==> config.mk <==
export PLATFORM = sky130hd
export DESIGN_NAME = ttg_ctrl
export DESIGN_NICKNAME = d
export VERILOG_FILES = /design/src/design/ttg_pkg.sv /design/src/design/ttg_ctrl.sv
export VERILOG_INCLUDE_DIRS = /design/src /design/src/design
export SDC_FILE = /design/constraint.sdc
export NUM_CORES = 1
export LEC_CHECK = 0
export BUFFER_PORTS_ARGS = -buffer_cell sky130_fd_sc_hd__buf_2
export CAP_MARGIN = 10
export CORE_MARGIN = 1.5
export CORE_UTILIZATION = 51
export CTS_CLUSTER_SIZE = 14
export DETAILED_ROUTE_END_ITERATION = 12
export PLACE_DENSITY = 0.78
export SYNTH_ARGS = -nofsm -noshare
export SYNTH_HDL_FRONTEND = slang
export SYNTH_SLANG_ARGS = --single-unit
==> constraint.sdc <==
create_clock -name clk -period 2.5 [get_ports clk]
set_clock_uncertainty 0.05 [all_clocks]
set_input_delay 0.125 -clock clk [delete_from_list [all_inputs] [get_ports clk]]
set_output_delay 0.125 -clock clk [all_outputs]
set_load 0.02 [all_outputs]
==> src/design/triangle_tangent_generator_assert.svh <==
// assertion helpers for the rtl, included by ttg_ctrl
`ifndef TRIANGLE_TANGENT_GENERATOR_ASSERT_SVH
`define TRIANGLE_TANGENT_GENERATOR_ASSERT_SVH

// clocked check, masked during reset
`define TTG_ASSERT(label, prop, msg) \
  label: assert property (@(posedge clk) disable iff (rst) prop) else $error(msg);

// clocked check, live through reset as well
`define TTG_ASSERT_ALWAYS(label, prop, msg) \
  label: assert property (@(posedge clk) prop) else $error(msg);

`endif

==> src/design/ttg_pkg.sv <==
`default_nettype none
package ttg_pkg;

  // field widths
  localparam int PosW   = 24;
  localparam int TexW   = 16;
  localparam int IdxW   = 32;
  localparam int EdgeW  = 25;
  localparam int DeltaW = 17;
  localparam int ProdW  = 42;
  localparam int DetPW  = 34;
  localparam int DetW   = 35;
  localparam int TanW   = 43;
  localparam int MagW   = 31;
  localparam int SumW   = 64;
  localparam int RemW   = 46;
  localparam int QuotW  = 15;
  localparam int OutW   = 16;
  localparam int FracW  = 14;
  localparam int CntW   = 5;

  // iteration counts
  localparam int SquareSteps = 3;
  localparam int RootSteps   = 32;
  localparam int DivSteps    = 15;
  localparam int LastComp    = 2;

  localparam logic [QuotW-1:0] OneQ14    = 15'd16384;
  localparam logic [SumW-1:0]  RootStart = 64'h4000_0000_0000_0000;

  typedef enum logic [3:0] {
    ST_IDLE,
    ST_PROD,
    ST_MAG,
    ST_NORM,
    ST_SQUARE,
    ST_ROOT_INIT,
    ST_ROOT,
    ST_DIV_INIT,
    ST_DIV,
    ST_DONE
  } ttg_state_t;

  typedef struct packed {
    logic       store_corner;
    logic       corner_sel;
    logic       capture_tri;
    logic       prod_en;
    logic       mag_en;
    logic       shift_right;
    logic       shift_left;
    logic       sq_en;
    logic [1:0] sel;
    logic       root_init;
    logic       root_step;
    logic       div_init;
    logic       div_step;
    logic       div_last;
    logic       out_load;
    logic       out_zero;
  } ttg_cmd_t;

  typedef struct packed {
    logic mag_hi;
    logic mag_lo;
    logic mag_zero;
  } ttg_status_t;

endpackage
`default_nettype wire

==> src/design/ttg_ctrl.sv <==
`default_nettype none
`include "triangle_tangent_generator_assert.svh"
module ttg_ctrl import ttg_pkg::*; (
  input  wire  logic        clk,
  input  wire  logic        rst,
  input  wire  logic        in_valid,
  output       logic        in_ready,
  output       logic        out_valid,
  input  wire  logic        out_ready,
  input  wire  ttg_status_t status,
  output       ttg_cmd_t    cmd
);

  ttg_state_t      state, state_next;
  logic [1:0]      corner_count;
  logic [CntW-1:0] cnt;
  logic [1:0]      comp;
  logic            zero_tri;
  logic            in_acc;
  logic            cnt_last_sq, cnt_last_root, cnt_last_div;

  assign in_acc        = in_valid && in_ready;
  assign cnt_last_sq   = cnt == CntW'(SquareSteps - 1);
  assign cnt_last_root = cnt == CntW'(RootSteps - 1);
  assign cnt_last_div  = cnt == CntW'(DivSteps - 1);

  // next state
  always_comb begin
    state_next = state;
    case (state)
      ST_IDLE:      if (in_valid && corner_count == 2'd2) state_next = ST_PROD;
      ST_PROD:      state_next = ST_MAG;
      ST_MAG:       state_next = ST_NORM;
      ST_NORM: begin
        if (status.mag_zero) state_next = ST_DONE;
        else if (!status.mag_hi && !status.mag_lo) state_next = ST_SQUARE;
      end
      ST_SQUARE:    if (cnt_last_sq) state_next = ST_ROOT_INIT;
      ST_ROOT_INIT: state_next = ST_ROOT;
      ST_ROOT:      if (cnt_last_root) state_next = ST_DIV_INIT;
      ST_DIV_INIT:  state_next = ST_DIV;
      ST_DIV: begin
        if (cnt_last_div) state_next = (comp == 2'(LastComp)) ? ST_DONE : ST_DIV_INIT;
      end
      ST_DONE:      if (!out_valid || out_ready) state_next = ST_IDLE;
      default:      state_next = ST_IDLE;
    endcase
  end

  // outputs
  always_comb begin
    cmd          = '0;
    in_ready     = 1'b0;
    cmd.out_zero = zero_tri;
    cmd.sel      = comp;
    case (state)
      ST_IDLE: begin
        in_ready         = 1'b1;
        cmd.corner_sel   = corner_count[0];
        cmd.store_corner = in_valid && corner_count != 2'd2;
        cmd.capture_tri  = in_valid && corner_count == 2'd2;
      end
      ST_PROD:      cmd.prod_en = 1'b1;
      ST_MAG:       cmd.mag_en = 1'b1;
      ST_NORM: begin
        cmd.shift_right = !status.mag_zero && status.mag_hi;
        cmd.shift_left  = !status.mag_zero && status.mag_lo;
      end
      ST_SQUARE: begin
        cmd.sq_en = 1'b1;
        cmd.sel   = cnt[1:0];
      end
      ST_ROOT_INIT: cmd.root_init = 1'b1;
      ST_ROOT:      cmd.root_step = 1'b1;
      ST_DIV_INIT:  cmd.div_init = 1'b1;
      ST_DIV: begin
        cmd.div_step = 1'b1;
        cmd.div_last = cnt_last_div;
      end
      ST_DONE:      cmd.out_load = !out_valid || out_ready;
      default:      cmd = '0;
    endcase
  end

  // control registers
  always_ff @(posedge clk) begin
    if (rst) begin
      state        <= ST_IDLE;
      corner_count <= '0;
      cnt          <= '0;
      comp         <= '0;
      zero_tri     <= 1'b0;
      out_valid    <= 1'b0;
    end else begin
      state <= state_next;
      cnt   <= (state_next != state) ? '0 : cnt + CntW'(1);
      if (in_acc) begin
        corner_count <= (corner_count == 2'd2) ? 2'd0 : corner_count + 2'd1;
      end
      if (state == ST_ROOT_INIT) begin
        comp <= '0;
      end else if (state == ST_DIV && cnt_last_div) begin
        comp <= comp + 2'd1;
      end
      if (state == ST_NORM) begin
        zero_tri <= status.mag_zero;
      end
      if (cmd.out_load) begin
        out_valid <= 1'b1;
      end else if (out_ready) begin
        out_valid <= 1'b0;
      end
    end
  end

  `TTG_ASSERT(a_count_range, corner_count != 2'd3, "corner count out of range")
  `TTG_ASSERT(a_tri_starts, in_acc && corner_count == 2'd2 |=> state == ST_PROD, "triangle not started")
  `TTG_ASSERT(a_done_holds, state == ST_DONE && out_valid && !out_ready |=> state == ST_DONE, "result overwritten")
  `TTG_ASSERT(a_root_len, state == ST_ROOT && cnt_last_root |=> state == ST_DIV_INIT, "root length wrong")
  `TTG_ASSERT_ALWAYS(a_reset_idle, rst |=> state == ST_IDLE && !out_valid, "reset not idle")

endmodule
`default_nettype wire
# Word level (Yosys, flattened, before mapping)
# Index checks and enable logic that the tools add are counted.
dict set report word_totals {
  output_inout_bits 19
  word_cells 67
  regBits 15
  in_bits 7
}
dict set report classes {
  n_reduce_logical 18
  add_sub_neg 3
  n_mux 24
  eq_ne 16
}
# op n
set op_table {}
lappend op_table {{4-bit case mux with 10 select lines} 1}
lappend op_table {{4-bit two-way mux} 8}
lappend op_table {{4-bit by 3-bit equality test with 1-bit output (second input constant)} 4}
lappend op_table {{1-bit two-way mux} 10}
lappend op_table {{10-bit OR reduction} 1}
lappend op_table {{9-bit OR reduction} 1}
lappend op_table {{4-bit by 2-bit equality test with 1-bit output (second input constant)} 2}
lappend op_table {{4-bit equality test (second input constant)} 2}
lappend op_table {{1-bit logical AND} 7}
lappend op_table {{2-bit two-way mux} 3}
lappend op_table {{3-bit case mux with 2 select lines} 1}
lappend op_table {{5-bit by 1-bit adder with 5-bit output (second input constant)} 1}
lappend op_table {{5-bit by 2-bit equality test with 1-bit output (second input constant)} 1}
lappend op_table {{5-bit by 4-bit equality test with 1-bit output (second input constant)} 1}
lappend op_table {{5-bit equality test (second input constant)} 1}
lappend op_table {{2-bit by 1-bit adder with 2-bit output (second input constant)} 2}
lappend op_table {{2-bit equality test (second input constant)} 2}
lappend op_table {{4-bit by 1-bit equality test with 1-bit output (second input constant)} 1}
lappend op_table {{1-bit zero test} 4}
lappend op_table {{4-bit zero test} 1}
lappend op_table {{4-bit != test} 1}
lappend op_table {{2-bit OR reduction} 2}
lappend op_table {{3-bit two-way mux} 1}
lappend op_table {{2-bit != test (second input constant)} 1}
lappend op_table {{2 further kinds} 2}

# Logic depth before layout (Yosys ltp)
dict set report logic_depth {
  depth_word 7
  mapped_depth 8
  mapped_depth_nobuf 8
}

# Worst setup path before layout
# OpenSTA, ideal clock, no wires.
dict set report synth_timing {
  kind {register -> register}
  start {reg state[0]}
  end {reg cnt[4]}
  period_less_slack_ps 2338
  setup_slack_ps 162
  path_buffers 0
  path_stages_with_launch 6
  arrival_ps 2201
  required_time_ps 2363
  setup_ps 87
  path_cell_list {dfxtp_1 nor4_1 and4_4 nor4_4 xnor2_2 nor4b_2}
}
dict set report synth_via {
  elab_chain_cells 5
  word_cells_on_any_way 20
  classes_between {10 x eq/ne; 8 x mux; 2 x reduce/logical}
}
# item line
set synth_lines {}
lappend synth_lines {{from (decl)} ttg_ctrl.sv:14} ;# ttg_state_t state, state_next;
lappend synth_lines {{from (signal assigned)} ttg_ctrl.sv:95} ;# state <= state_next;
lappend synth_lines {{4-bit two-way mux} ttg_ctrl.sv:36} ;# else if (!status.mag_hi && !status.mag_lo) state_next = ST_SQUARE;
lappend synth_lines {{4-bit two-way mux} ttg_ctrl.sv:35} ;# if (status.mag_zero) state_next = ST_DONE;
lappend synth_lines {{4-bit case mux with 10 select lines} ttg_ctrl.sv:30} ;# case (state)
lappend synth_lines {{4-bit != test *} ttg_ctrl.sv:96} ;# cnt <= (state_next != state) ? '0 : cnt + CntW'(1);
lappend synth_lines {{2-bit OR reduction (no line) *} -}
lappend synth_lines {{to (signal assigned)} ttg_ctrl.sv:96}
lappend synth_lines {{to (decl)} ttg_ctrl.sv:16} ;# logic [CntW-1:0] cnt;
# Every way passes the cells marked *; elsewhere a longest branch is shown, timed or not.
# A chain may end at the register's enable or synchronous reset.

# Worst setup path after layout
dict set report layout_timing {
  start {reg state[3]}
  end {reg cnt[2]}
}
# Same word-level chain as after synthesis.

==> flow_metrics.env <==
export IMPL_outcome="finished clean"
export IMPL_core_area_sq_um=1760
export IMPL_syn2layout_area_growth_pct=17.2
export IMPL_drt_iter0_drc=18
export IMPL_grtUsageTotal_pct=21.7
export IMPL_yosysTopAreaCellShare_pct=30.4
export IMPL_powerDensity_nw_per_um2=423
export IMPL_p_leak_nw=0.504
export IMPL_post_route_period_util_pct=89.5
export IMPL_nNetsFinal=159
export IMPL_antenna_found_initial=0
export IMPL_numClockSinks=15
export IMPL_gr_total_overflow=0
export IMPL_cts_tree="done"
export IMPL_grt_pass1_wl_mm=3.35
export IMPL_clock_root_buffer="clkbuf_4"
export IMPL_drt_wl_total_mm=2.17
export IMPL_required_ps=2650
export IMPL_critPathKind="flop to flop"
export IMPL_cts_max_level=1
export IMPL_cts_setup_buffers=0
export IMPL_nFillCells=179
export IMPL_timing_fmax_mhz=447
export IMPL_yosysTopAreaCell="dfxtp_1"
export IMPL_io_buffers=25
export IMPL_fp_dieW_microns=47.0
export IMPL_crit_fanout=16
export IMPL_ys_types=38
export IMPL_synth_fp_nets=132
export IMPL_setup_violations=0
export IMPL_start_util_pct=56.0
export IMPL_multiInputGateArea_sq_um=642
export IMPL_rsz0062_at_grt="false"
export IMPL_stdcell_area_sq_um=1160
export IMPL_max_vdd_ir_drop_mv=0.413
export IMPL_cts_hold_buf=0
export IMPL_drv_cap=0
export IMPL_area_sequential_sq_um=300
export IMPL_place_area_sq_um=1130
export IMPL_layout_cells_non_filler=172
export IMPL_cts_resized=0
export IMPL_gp_congestion=0.956
export IMPL_setup_tns_ps=0
export IMPL_finalCriticalPeriod_ps=2240
export IMPL_critical_path_max_stage_delay_ps=610
export IMPL_via_per_inst=5.51
export IMPL_grt_max_degree=17
export IMPL_place_hpwl_mm=1.70
export IMPL_wl_per_cell_microns=12.6
export IMPL_drive_gt1_share_pct=26.5
export IMPL_cts_max_path_buffers=2
export IMPL_synthesis_area_sq_um=988
export IMPL_yosys_warnings=0
export IMPL_ys_ff_latch=15
export IMPL_fp_dieH_microns=47.0
export IMPL_clock_latency_ps=280
export IMPL_pin_count=26
export IMPL_ant_nets=0
export IMPL_netlist_top_cells_area="dfxtp_1, nor2_1, ha_1, a21oi_1, xnor2_2"
export IMPL_dr_pass1_iters=4
export IMPL_slew_limit_headroom_pct=63.0
export IMPL_final_max_slew_viol_count=0
export IMPL_crit_chain="or4b_1 > nor3_1 > a211oi_2 > xnor2_2 > nor4_1"
export IMPL_hold_viol=0
export IMPL_yosysSeqAreaShare_pct=30.4
export IMPL_drc_errors=0
export IMPL_crit_family="simple AND/OR/NAND/NOR gates"
export IMPL_via_count=948
export IMPL_end_kind="flop"
export IMPL_path_buf_inv=0
export IMPL_die_area_sq_um=2210
export IMPL_clkTransAtPathRegs_ps=90
export IMPL_rows=15
export IMPL_grt_pass1_vias=771
export IMPL_critPathArrivalTime_ps=2390
export IMPL_tightest_slew_ps=547
export IMPL_numCtsBuffers=3
export IMPL_syn_inst=121
export IMPL_diodes=0
export IMPL_min_path_type="input port to flop"
export IMPL_syn_area_per_cell_sq_um=8.17
export IMPL_dp_cells=168
export IMPL_startpoint_type="flop"
export IMPL_crit_slowest_cell="dfxtp_1"
==> cells in the mapped netlist <==
cell type / count
a2111oi_0: 1
a211oi_2: 1
a21oi_1: 9
a221oi_1: 1
a22o_1: 1
a2bb2oi_1: 1
a31o_2: 1
and2_1: 4
and3_1: 1
and4_4: 1
buf_2: 1
buf_6: 1
clkbuf_1: 3
dfxtp_1: 15
ha_1: 4
inv_1: 5
mux2i_1: 1
nand2_1: 8
nand2b_1: 4
nand3_1: 1
nand4b_1: 2
nor2_1: 19
nor2b_1: 5
nor3_1: 5
nor3b_1: 1
nor4_1: 5
nor4_4: 1
nor4b_2: 1
nor4bb_1: 2
o21ai_0: 4
o21bai_1: 2
or2_2: 1
or4_1: 1
or4b_1: 2
or4b_2: 1
xnor2_1: 2
xnor2_2: 2
xor2_1: 1
==> per-layer routing <==
layer  track usage [%]  wire length, microns
met5                 0                     0
met1              30.7                  1050
met3              3.85                   141
met4              10.6                    53
met2              31.8                   924
==> where the power goes <==
group	internal, W	switching, W	total, W
logic	0.0000360	0.0000453	0.0000813
registers	0.000251	0.0000157	0.000266
clock network	0.0000619	0.0000805	0.000142
==> registers in the layout (all words and copies together), names as in the netlist <==
name          cells
cnt               5
comp              2
corner_count      2
out_valid         1
state             4
zero_tri          1
==> placed cells by master (no fill, tap or decap), types with 2 or more instances in the layout <==
master    count
nor4bb_1      2
nand2_1       8
nand2b_1      4
buf_4         2
clkbuf_4      3
ha_1          4
nor2b_1       5
buf_2        25
o21ai_0       4
nor3_1        5
and2_1        4
a21oi_1       9
nand4b_1      2
nor4_1        5
dfxtp_1      15
nor2_1       19
xnor2_2       2
o21bai_1      2
xnor2_1       2
or4b_1        2
inv_1         5
==> area by class of cell <==
type	instances	share of cell area [%]
multi-input cells	96	55.4
flip-flops and latches	15	25.9
repair buffers	27	12.1
well taps	25	2.70
clock buffers	4	2.27
inverters	5	1.62
==> worst register-to-register path, stage by stage, from the launching register on <==
cell and delay (ps):
dfxtp_1 610, or4b_1 520, nor3_1 360, a211oi_2 130, xnor2_2 200, nor4_1 280
==> worst paths after layout <==
path	slack [ps]	end	cells after the start	start
worst max-delay path	260	cnt[2]$_SDFF_PP0_	5	state[3]$_SDFF_PP0_
worst min-delay path	100	corner_count[0]$_SDFFE_PP0P_	2	rst
worst max register to register	260	cnt[2]$_SDFF_PP0_	5	state[3]$_SDFF_PP0_
worst min register to register	430	corner_count[1]$_SDFFE_PP0P_	2	corner_count[0]$_SDFFE_PP0P_
==> kinds of logic after synthesis <==
| family | synth area share, % |
|---|---|
| xor gates and xnor gates | 5.95 |
| adders and majority gates | 5.06 |
| muxes | 1.01 |
| and+or+nand+nor | 39.1 |
| DFF | 30.4 |
| buffers and inverters | 4.68 |
| AOI/OAI and AO/OA | 13.8 |
==> through the flow <==
stage / hold slack, ps / setup slack (ps) / util (%) / power, W
after floorplan: 222 / 162 / - / 0.000328
after global placement: 394 / 295 / 64.2 / 0.000351
after detailed placement: 404 / 302 / 64.2 / 0.000353
after CTS: 106 / 282 / 65.7 / 0.000491
after global routing: 108 / 87.7 / 65.7 / 0.000516
final: 104 / 262 / 65.7 / 0.000490
Note: power is estimated with default switching activity, not from simulation.
